`config.mk`:
```
export PLATFORM = sky130hd
export DESIGN_NAME = sha256_stream_hasher_top
export DESIGN_NICKNAME = d
export VERILOG_FILES = /design/src/design/sha_pkg.sv /design/src/design/sha_datapath.sv /design/src/design/sha_ctrl.sv /design/src/design/sha256_stream_hasher_top.sv
export SDC_FILE = /design/constraint.sdc
export NUM_CORES = 2
export LEC_CHECK = 0
export ABC_AREA = 1
export BUFFER_PORTS_ARGS = -buffer_cell sky130_fd_sc_hd__buf_2
export CORE_ASPECT_RATIO = 1.4
export CORE_MARGIN = 3
export CORE_UTILIZATION = 40
export DETAILED_ROUTE_END_ITERATION = 10
export SYNTH_ARGS = -nofsm -noshare
export SYNTH_HDL_FRONTEND = slang
export SYNTH_SLANG_ARGS = --single-unit
```
`constraint.sdc`:
```
create_clock -name clk -period 7.3 [get_ports clk]
set_clock_uncertainty 0.2 [all_clocks]
set_input_delay 1.46 -clock clk [delete_from_list [all_inputs] [get_ports clk]]
set_output_delay 1.46 -clock clk [all_outputs]
set_load 0.01 [all_outputs]
```
`src/design/sha_pkg.sv`:
```
// SHA-256 shared package: round constants, initial hash values, a rotate-right
// function and the controller-to-datapath command/status types. No dependencies.
package sha_pkg;

	localparam logic [31:0] IV [8] = '{
		32'h6A09E667, 32'hBB67AE85, 32'h3C6EF372, 32'hA54FF53A,
		32'h510E527F, 32'h9B05688C, 32'h1F83D9AB, 32'h5BE0CD19
	};

	localparam logic [31:0] KROUND [64] = '{
		32'h428A2F98, 32'h71374491, 32'hB5C0FBCF, 32'hE9B5DBA5,
		32'h3956C25B, 32'h59F111F1, 32'h923F82A4, 32'hAB1C5ED5,
		32'hD807AA98, 32'h12835B01, 32'h243185BE, 32'h550C7DC3,
		32'h72BE5D74, 32'h80DEB1FE, 32'h9BDC06A7, 32'hC19BF174,
		32'hE49B69C1, 32'hEFBE4786, 32'h0FC19DC6, 32'h240CA1CC,
		32'h2DE92C6F, 32'h4A7484AA, 32'h5CB0A9DC, 32'h76F988DA,
		32'h983E5152, 32'hA831C66D, 32'hB00327C8, 32'hBF597FC7,
		32'hC6E00BF3, 32'hD5A79147, 32'h06CA6351, 32'h14292967,
		32'h27B70A85, 32'h2E1B2138, 32'h4D2C6DFC, 32'h53380D13,
		32'h650A7354, 32'h766A0ABB, 32'h81C2C92E, 32'h92722C85,
		32'hA2BFE8A1, 32'hA81A664B, 32'hC24B8B70, 32'hC76C51A3,
		32'hD192E819, 32'hD6990624, 32'hF40E3585, 32'h106AA070,
		32'h19A4C116, 32'h1E376C08, 32'h2748774C, 32'h34B0BCB5,
		32'h391C0CB3, 32'h4ED8AA4A, 32'h5B9CCA4F, 32'h682E6FF3,
		32'h748F82EE, 32'h78A5636F, 32'h84C87814, 32'h8CC70208,
		32'h90BEFFFA, 32'hA4506CEB, 32'hBEF9A3F7, 32'hC67178F2
	};

	localparam logic [7:0] PAD_BYTE = 8'h80;

	// byte-lane source selected by the controller when writing the buffer
	localparam logic [1:0] SRC_MSG  = 2'd0;
	localparam logic [1:0] SRC_PAD  = 2'd1;
	localparam logic [1:0] SRC_ZERO = 2'd2;
	localparam logic [1:0] SRC_LEN  = 2'd3;

	typedef struct packed {
		logic       buf_wr;     // write one buffer byte
		logic [5:0] buf_addr;
		logic [1:0] buf_src;
		logic       cnt_inc;    // advance the byte count
		logic       cnt_clr;
		logic       load;       // load working vars from the chain
		logic       round;      // run one round
		logic [5:0] rnd;
		logic       fold;       // add working vars into the chain
		logic       chain_init; // return chain to IV
		logic       out_shift;  // rotate the chain for output
	} sha_cmd_t;

	typedef struct packed {
		logic [5:0] used;       // byte count modulo 64
	} sha_stat_t;

	function automatic logic [31:0] rotr(input logic [31:0] x, input int n);
		rotr = (x >> n) | (x << (32 - n));
	endfunction

endpackage

```
`src/design/sha_datapath.sv`:
```
// SHA-256 datapath: byte count, schedule window (which also collects the block
// bytes), working variables and chaining state. Depends on sha_pkg.
module sha_datapath (
	input  logic              clk,
	input  logic              arst_n,
	input  sha_pkg::sha_cmd_t cmd,
	input  logic [7:0]        msg_byte,
	output sha_pkg::sha_stat_t stat,
	output logic [31:0]       head_word
);

	logic [60:0] cnt_q;
	logic [31:0] w_q [16];
	logic [31:0] v_q [8];
	logic [31:0] h_q [8];
	logic [63:0] bits;
	logic [7:0]  wbyte;
	logic [31:0] wt, s0, s1, t1, t2, a, e;

	assign bits = {cnt_q, 3'b000};
	assign stat.used = cnt_q[5:0];
	assign head_word = h_q[0];

	// choose the byte to write
	always_comb begin
		case (cmd.buf_src)
			sha_pkg::SRC_MSG:  wbyte = msg_byte;
			sha_pkg::SRC_PAD:  wbyte = sha_pkg::PAD_BYTE;
			sha_pkg::SRC_ZERO: wbyte = 8'h00;
			sha_pkg::SRC_LEN:  wbyte = bits[8*(7 - cmd.buf_addr[2:0]) +: 8];
			default:           wbyte = 8'h00;
		endcase
	end

	// advance or clear the byte count
	always_ff @(posedge clk or negedge arst_n) begin
		if (!arst_n) begin
			cnt_q <= '0;
		end else if (cmd.cnt_clr) begin
			cnt_q <= '0;
		end else if (cmd.cnt_inc) begin
			cnt_q <= cnt_q + 61'd1;
		end
	end

	// round logic; window slot 0 always holds the current W
	always_comb begin
		s0 = sha_pkg::rotr(w_q[1], 7) ^ sha_pkg::rotr(w_q[1], 18) ^ (w_q[1] >> 3);
		s1 = sha_pkg::rotr(w_q[14], 17) ^ sha_pkg::rotr(w_q[14], 19) ^ (w_q[14] >> 10);
		wt = s1 + w_q[9] + s0 + w_q[0];
		a = v_q[0];
		e = v_q[4];
		t1 = v_q[7] + (sha_pkg::rotr(e, 6) ^ sha_pkg::rotr(e, 11) ^ sha_pkg::rotr(e, 25))
			+ ((e & v_q[5]) ^ (~e & v_q[6])) + sha_pkg::KROUND[cmd.rnd] + w_q[0];
		t2 = (sha_pkg::rotr(a, 2) ^ sha_pkg::rotr(a, 13) ^ sha_pkg::rotr(a, 22))
			+ ((a & v_q[1]) ^ (a & v_q[2]) ^ (v_q[1] & v_q[2]));
	end

	// pack block bytes big-endian into the window, or shift it each round
	always_ff @(posedge clk) begin
		if (cmd.buf_wr) begin
			w_q[cmd.buf_addr[5:2]][{~cmd.buf_addr[1:0], 3'b000} +: 8] <= wbyte;
		end else if (cmd.round) begin
			for (int i = 0; i < 15; i++) begin
				w_q[i] <= w_q[i+1];
			end
			w_q[15] <= wt;
		end
	end

	// load and advance the working variables
	always_ff @(posedge clk) begin
		if (cmd.load) begin
			for (int i = 0; i < 8; i++) begin
				v_q[i] <= h_q[i];
			end
		end else if (cmd.round) begin
			for (int i = 1; i < 8; i++) begin
				v_q[i] <= v_q[i-1];
			end
			v_q[4] <= v_q[3] + t1;
			v_q[0] <= t1 + t2;
		end
	end

	// fold, reset and rotate the chaining state
	always_ff @(posedge clk or negedge arst_n) begin
		if (!arst_n) begin
			for (int i = 0; i < 8; i++) h_q[i] <= sha_pkg::IV[i];
		end else if (cmd.chain_init) begin
			for (int i = 0; i < 8; i++) h_q[i] <= sha_pkg::IV[i];
		end else if (cmd.fold) begin
			for (int i = 0; i < 8; i++) h_q[i] <= h_q[i] + v_q[i];
		end else if (cmd.out_shift) begin
			for (int i = 0; i < 7; i++) h_q[i] <= h_q[i+1];
			h_q[7] <= h_q[0];
		end
	end

endmodule

```
`src/design/sha_ctrl.sv`:
```
// SHA-256 controller: input handshake, padding sequence, round counter and
// digest output sequencing. Depends on sha_pkg.
module sha_ctrl (
	input  logic               clk,
	input  logic               arst_n,
	input  logic               in_valid,
	output logic               in_stall,
	input  logic               byte_valid,
	input  logic               msg_last,
	input  logic               out_stall,
	output logic               out_valid,
	output logic               digest_last,
	input  sha_pkg::sha_stat_t stat,
	output sha_pkg::sha_cmd_t  cmd
);

	localparam logic [2:0] ST_IDLE  = 3'd0;
	localparam logic [2:0] ST_LOAD  = 3'd1;
	localparam logic [2:0] ST_ROUND = 3'd2;
	localparam logic [2:0] ST_FOLD  = 3'd3;
	localparam logic [2:0] ST_PAD   = 3'd4;
	localparam logic [2:0] ST_OUT   = 3'd5;

	logic [2:0] state_q;
	logic [5:0] rnd_q;
	logic [5:0] paddr_q;
	logic       fin_q;      // message is ending
	logic       lenblk_q;   // padding block carries the length
	logic [2:0] oc_q;
	logic       acc;

	assign in_stall = (state_q != ST_IDLE);
	assign acc = in_valid && (state_q == ST_IDLE);
	assign out_valid = (state_q == ST_OUT);
	assign digest_last = (oc_q == 3'd7);

	// decode commands
	always_comb begin
		cmd = '0;
		cmd.rnd = rnd_q;
		cmd.buf_addr = stat.used;
		case (state_q)
			ST_IDLE: begin
				cmd.buf_wr = acc && byte_valid;
				cmd.buf_src = sha_pkg::SRC_MSG;
				cmd.cnt_inc = acc && byte_valid;
			end
			ST_LOAD:  cmd.load = 1'b1;
			ST_ROUND: cmd.round = 1'b1;
			ST_FOLD:  cmd.fold = 1'b1;
			ST_PAD: begin
				cmd.buf_wr = 1'b1;
				cmd.buf_addr = paddr_q;
				if (paddr_q == stat.used && !lenblk_q) begin
					cmd.buf_src = sha_pkg::SRC_PAD;
				end else if (lenblk_q && paddr_q >= 6'd56) begin
					cmd.buf_src = sha_pkg::SRC_LEN;
				end else if (!lenblk_q && paddr_q == stat.used) begin
					cmd.buf_src = sha_pkg::SRC_PAD;
				end else begin
					cmd.buf_src = sha_pkg::SRC_ZERO;
				end
			end
			ST_OUT: begin
				cmd.out_shift = !out_stall;
				if (!out_stall && oc_q == 3'd7) begin
					cmd.chain_init = 1'b1;
					cmd.cnt_clr = 1'b1;
				end
			end
			default: cmd = '0;
		endcase
	end

	// advance the sequencer
	always_ff @(posedge clk or negedge arst_n) begin
		if (!arst_n) begin
			state_q <= ST_IDLE;
			rnd_q <= '0;
			paddr_q <= '0;
			fin_q <= 1'b0;
			lenblk_q <= 1'b0;
			oc_q <= '0;
		end else begin
			case (state_q)
				ST_IDLE: begin
					if (acc) begin
						fin_q <= msg_last;
						lenblk_q <= 1'b0;
						if (byte_valid && stat.used == 6'd63) begin
							state_q <= ST_LOAD;
						end else if (msg_last) begin
							// first pad write lands at the pad byte position
							paddr_q <= byte_valid ? stat.used + 6'd1 : stat.used;
							state_q <= ST_PAD;
						end
					end
				end
				ST_PAD: begin
					// pad byte goes into the first block only
					if (paddr_q == 6'd63) begin
						state_q <= ST_LOAD;
					end
					paddr_q <= paddr_q + 6'd1;
					if (paddr_q == stat.used && !lenblk_q && stat.used < 6'd56) begin
						lenblk_q <= 1'b1;
					end
				end
				ST_LOAD: begin
					rnd_q <= '0;
					state_q <= ST_ROUND;
				end
				ST_ROUND: begin
					rnd_q <= rnd_q + 6'd1;
					if (rnd_q == 6'd63) begin
						state_q <= ST_FOLD;
					end
				end
				ST_FOLD: begin
					if (!fin_q) begin
						state_q <= ST_IDLE;
					end else if (lenblk_q) begin
						oc_q <= '0;
						state_q <= ST_OUT;
					end else begin
						// second padding block: zeros then length; a full final
						// block instead opens a fresh block with the pad byte
						lenblk_q <= (stat.used != 6'd0);
						paddr_q <= '0;
						state_q <= ST_PAD;
					end
				end
				ST_OUT: begin
					if (!out_stall) begin
						oc_q <= oc_q + 3'd1;
						if (oc_q == 3'd7) begin
							state_q <= ST_IDLE;
						end
					end
				end
				default: state_q <= ST_IDLE;
			endcase
		end
	end

endmodule

```
`src/design/sha256_stream_hasher_top.sv`:
```
// SHA-256 stream hasher, top level. A byte is taken while in_stall is low; a 64th
// byte starts a compression (load, 64 rounds, fold) on one round unit.
// An ending item pads byte by byte, one padding block at a time, compresses,
// then shows eight digest words, one per cycle when not stalled.
// Reset (arst_n low) returns chain to the initial values and clears count.
module sha256_stream_hasher_top (
	input  logic        clk,
	input  logic        arst_n,
	input  logic        in_valid,
	output logic        in_stall,
	input  logic [7:0]  msg_byte,
	input  logic        byte_valid,
	input  logic        msg_last,
	output logic        out_valid,
	input  logic        out_stall,
	output logic [31:0] digest_word,
	output logic        digest_last
);

	sha_pkg::sha_cmd_t  cmd;
	sha_pkg::sha_stat_t stat;

	sha_ctrl u_ctrl (
		.clk, .arst_n, .in_valid, .in_stall, .byte_valid, .msg_last,
		.out_stall, .out_valid, .digest_last, .stat, .cmd
	);

	sha_datapath u_dp (
		.clk, .arst_n, .cmd, .msg_byte, .stat, .head_word(digest_word)
	);

endmodule
```
Word level (Yosys, flattened, before mapping). Memories as Yosys holds them, arrays and structs flattened. Cells that the tools add are included.

Bits in read-only memories: 2048. Bits in registers: 337. Word-level logic and storage cells: 207. Output and inout bits: 35. Memory bits (writable): 768. Memories: 3.

Reduce and logical (&&, ||, !) cells: 26. Add/subtract/negate cells: 25. Equality and inequality tests: 25. Shift-type cells: 3. Bitwise gates (word level): 38. Mux-type cells: 69. $lt $le $gt $ge: 3.

Memories: (name not given) (depth 64, bits a word 32, read ports 1, clocked after memory_dff 0, write ports 0, line sha_datapath.sv:54) `+ ((e & v_q[5]) ^ (~e & v_q[6])) + sha_pkg::KROUND[cmd.rnd] + w_q[0];`; u_dp.w_q (depth 16, bits a word 32, read ports 16, clocked after memory_dff 0, write ports 16, line sha_datapath.sv:13) `logic [31:0] w_q [16];`; u_dp.v_q (depth 8, bits a word 32, read ports 8, clocked after memory_dff 0, write ports 8, line sha_datapath.sv:14) `logic [31:0] v_q [8];`.

Operator list (count): 2-to-1 mux 256 bit (3); adder 32 bit (18); 2-to-1 mux 32 bit (14); XOR 32 bit (9); bitwise AND 32 bit (5); 2-to-1 mux 61 bit (2); indexed part select 64 x 33 -> 8 bit (1); adder 61 x 1 -> 61 bit, second input constant (1); 2-to-1 mux 6 bit (7); 2-to-1 mux 3 bit (11); inverter 32 bit (1); bitwise OR 10 x 32 -> 32 bit (1); bitwise OR 13 x 32 -> 32 bit (1); bitwise OR 14 x 32 -> 32 bit (1); bitwise OR 15 x 32 -> 32 bit (1); bitwise OR 19 x 32 -> 32 bit (1); bitwise OR 21 x 32 -> 32 bit (1); bitwise OR 25 x 32 -> 32 bit (1); bitwise OR 26 x 32 -> 32 bit (1); bitwise OR 30 x 32 -> 32 bit (1); bitwise OR 7 x 32 -> 32 bit (1); one-hot mux 8 bit (4 select lines) (1); OR reduction 32 bit (1); variable shift 8 x 7 -> 32 bit, first input constant (1); 44 further kinds (104).

Logic depth before layout (Yosys ltp).
Depth in word-level cells: 11. Depth in mapped cells: 48. Mapped depth without buffers: 47.

By module. From an unflattened synthesis, not the netlist that was laid out.

Cell total of the unflattened synthesis: 10288. Area total of the unflattened synthesis: 80478.4 um^2.

By module, submodules not included: sha_datapath (instances 1, cells an instance 10029, area each 78839.4 um^2, seq. area each 31164.9 um^2); sha_ctrl (instances 1, cells an instance 259, area each 1639.1 um^2, seq. area each 500.5 um^2).

Worst setup path before layout. OpenSTA, ideal clock, no wires.

Kind: register -> register. Start point: register u_ctrl.state_q[2]. End point: register u_ctrl.rnd_q[0]. Arrival: 7.059 ns. Clock period less this slack: 7.666 ns. Data required time: 6.693 ns. Stages on the path, launching flop included: 8. Path slack: -0.366 ns. Library setup time: 0.407 ns. Cell sequence: dfrtp_1 -> buf_4 -> nor3_1 -> inv_1 -> clkbuf_1 -> clkbuf_1 -> nand2_1 -> o21ai_0.

Cells in the longest elaborated chain, start to end: 2.

Ends and longest elaborated chain: start, declared (line sha_ctrl.sv:24) `logic [2:0] state_q;`; start signal, assigned (line sha_ctrl.sv:78) `state_q <= ST_IDLE;`; start signal, assigned (line sha_ctrl.sv:91) `state_q <= ST_LOAD;`; start signal, assigned (line sha_ctrl.sv:95) `state_q <= ST_PAD;`; equality test 3 x 2 -> 1 bit or equality test 3 x 1 -> 1 bit (tied branches) (line sha_ctrl.sv:85) `case (state_q)`; one-hot mux 6 bit (2 select lines) or nonzero test 2 bit (tied branches); end signal, assigned (line sha_ctrl.sv:114) `rnd_q <= rnd_q + 6'd1;`; end, declared (line sha_ctrl.sv:25) `logic [5:0] rnd_q;`.

Parallel ways exist; a longest one is shown, timed or not. A chain may end at the register's enable or synchronous reset.

==> results_dict.tcl <==
set metrics [dict create \
    die_w_um 388 \
    crit_slowest_cell "fa_1" \
    ant_nets 0 \
    drc_errors 0 \
    synth_common_cells "nand2_1, inv_1, a21oi_1, o21ai_0, edfxtp_1" \
    initial_core_util_pct 40.4 \
    violations "setup timing" \
    arrival_ns 7.75 \
    relSlewSlack_pct 11.2 \
    filler_cell_count 20200 \
    syn_inst 10600 \
    cp_max_fo 5 \
    gp_congestion 1.08 \
    routed_wl_um 424000 \
    drt_first_pass_iters 8 \
    placed_area_sq_um 90400 \
    drv_slew 0 \
    cp.required_ns 7.63 \
    area_growth_pct 20.5 \
    grt_use_total_pct 39.4 \
    cts_max_level 3 \
    ys_ff_latch 1105 \
    ys.warnings.count 0 \
    synth_top_area_cell "edfxtp_1" \
    holdWs_ns 0.266 \
    via_count 80100 \
    fin_nets 11800 \
    via_per_inst 5.72 \
    max_freq_mhz 135 \
    gr-total-overflow 0 \
    status "complete, but fails checks" \
    synth_area_leaders "edfxtp_1, nand2_1, dfrtp_1" \
    hold_viol 0 \
    setup_violations 10 \
    tightest_slew_ns 1.32 \
    fin_util_pct 48.7 \
    rsz0062_at_grt "true" \
    root_buffer "clkbuf_16" \
    wl_per_cell_um 30.3 \
    ys_types 63 \
    setup.worst_path.start_class "register" \
    numCtsBuffers 119 \
    yosysSeqAreaShare_pct 38.7 \
    clk_path_buf_depth 3 \
    grt_max_degree 178 \
    layout-drive-gt1-share_pct 17.1 \
    synth_area_per_cell_sq_um 7.73 \
    yosys.area.top_type_share_pct 28.2 \
    dieArea_sq_um 210000 \
    dpl_worst_slack_ns -1.29 \
    finalInstanceArea_sq_um 98600 \
    critPathKind "reg2reg" \
    port_buffers 48 \
    dp_hpwl_um 336000 \
    period_minus_slack_ns 7.41 \
    die_h_um 541 \
    core-area_sq_um 203000 \
    grt_antenna_before_repair 10 \
    clock-sinks 1105 \
    fin_ws_ns -0.114 \
    async_flop_share_pct 30.5 \
    fp-row-count 195 \
    synth-edff-count 768 \
    clk-insertion-delay-late_ns 0.83 \
    synth_area_sq_um 81800 \
    r2r_setup_slack_ns -0.11 \
    syn_nets 11200 \
    finalCritPeriodShare_pct 102 \
    synthFlopType "edfxtp_1" \
    grt_pass1_vias 80400 \
    yosysMostFrequentCell "nand2_1" \
    cts_tree "yes" \
    first_iter_violations 7073 \
    cp-end-kind "register" \
    hold_class "reg2reg" \
    grt_first_pass_wirelength_um 590000 \
    io_pins 49 \
    cp_slowest_stage_delay_ns 0.49 \
    maxCapViolCount 0 \
    path_clk_slew_ns 0.07 \
]
## worst paths after layout
check,startpoint,end,cells past startpoint
max,u_ctrl.state_q[1]$_DFFE_PN0P_,u_dp.v_q[0][16]$_DFFE_PP_,36
max in group asynchronous,arst_n,u_dp.h_q[123]$_DFFE_PN0P_,2
min reg2reg,u_dp.w_q[3][9]$_DFFE_PP_,u_dp.w_q[2][9]$_DFFE_PP_,2
min,u_dp.w_q[3][9]$_DFFE_PP_,u_dp.w_q[2][9]$_DFFE_PP_,2
min in group asynchronous,arst_n,u_ctrl.paddr_q[1]$_DFFE_PN0P_,1
max reg2reg,u_ctrl.state_q[1]$_DFFE_PN0P_,u_dp.v_q[0][16]$_DFFE_PP_,36
## cell families after synthesis
family                   share of synthesized area, %
buffers and inverters                            7.93
XOR/XNOR                                         3.99
adder cells (fa/ha/maj)                          11.1
AO/OA/AOI/OAI                                    14.7
flip-flops                                       38.7
multiplexers                                    0.292
AND/OR/NAND/NOR                                  23.3
## cell type report
| class | instances | area [sq um] | area share, % |
|---|---|---|---|
| well taps | 2659 | 3330 | 3.38 |
| flip-flops and latches | 1105 | 31700 | 32.1 |
| clock inverters | 70 | 922 | 0.936 |
| multi-input cells | 7803 | 46800 | 47.5 |
| repair buffers | 953 | 7760 | 7.87 |
| inverters | 1255 | 4780 | 4.85 |
| diodes | 7 | 17.5 | 0.0178 |
| clock buffers | 155 | 3290 | 3.33 |
## routing by layer
layer	vias to the layer above	share of wire, %	routed length [um]	global-route usage, %
met1	38700	32	134000	38.0
met4	2	14	57300	42.1
met5	-	0.0031	13	0
li1	36500	-	-	-
met2	3473	49	208000	69.2
met3	1390	5.8	24600	6.02
## placed cells by master, fill, tap and decap left out, drive strengths merged, types with 143 or more instances in the layout
master | synthesis | routed
nand4 | 143 | 143
inv | 1252 | 1257
a21oi | 884 | 884
xnor2 | 163 | 163
nor2 | 697 | 697
nand2 | 2980 | 2980
ha | 400 | 400
clkbuf | 267 | 155
fa | 195 | 195
xor2 | 210 | 210
buf | 145 | 952
edfxtp | 768 | 768
o21ai | 880 | 880
nand3 | 570 | 570
dfrtp | 201 | 201
## critical path: cells and delay by family, from the launching register on
kind	cells	cell delay, ns
XOR/XNOR	2	0.43
AO/OA/AOI/OAI	10	1.28
AND/OR/NAND/NOR	6	0.83
buffers and inverters	11	1.19
flip-flops	1	0.41
adder cells (fa/ha/maj)	7	2.86
## registers in the layout (all words and copies together), names as in the netlist
register         flops
u_dp.w_q           512
u_dp.v_q           256
u_dp.h_q           224
u_dp.cnt_q          61
u_dp.head_word      32
u_ctrl.paddr_q       6
u_ctrl.rnd_q         6
u_ctrl.oc_q          3
u_ctrl.state_q       3
u_ctrl.fin_q         1
u_ctrl.lenblk_q      1
## per-stage QoR
step                      setup TNS [ns]  instances
after detailed placement          -30.16      13700
final                             -0.744      14000
after global routing               -7.57      14000
after global placement            -30.55      13700
after floorplan                        0      10600
after CTS                         -0.842      14000
## what timing repair did
item	4_1_cts	5_1_grt
pin swaps	146	202
buffers inserted	35	35
cloned	1	0
setup endpoints to repair	46	44
gates resized for setup	467	392
hold buffers	0	0
Power is left out: the tool's default activity adds up to more than one toggle a clock period on the data nets, which glitch-free logic cannot reach.
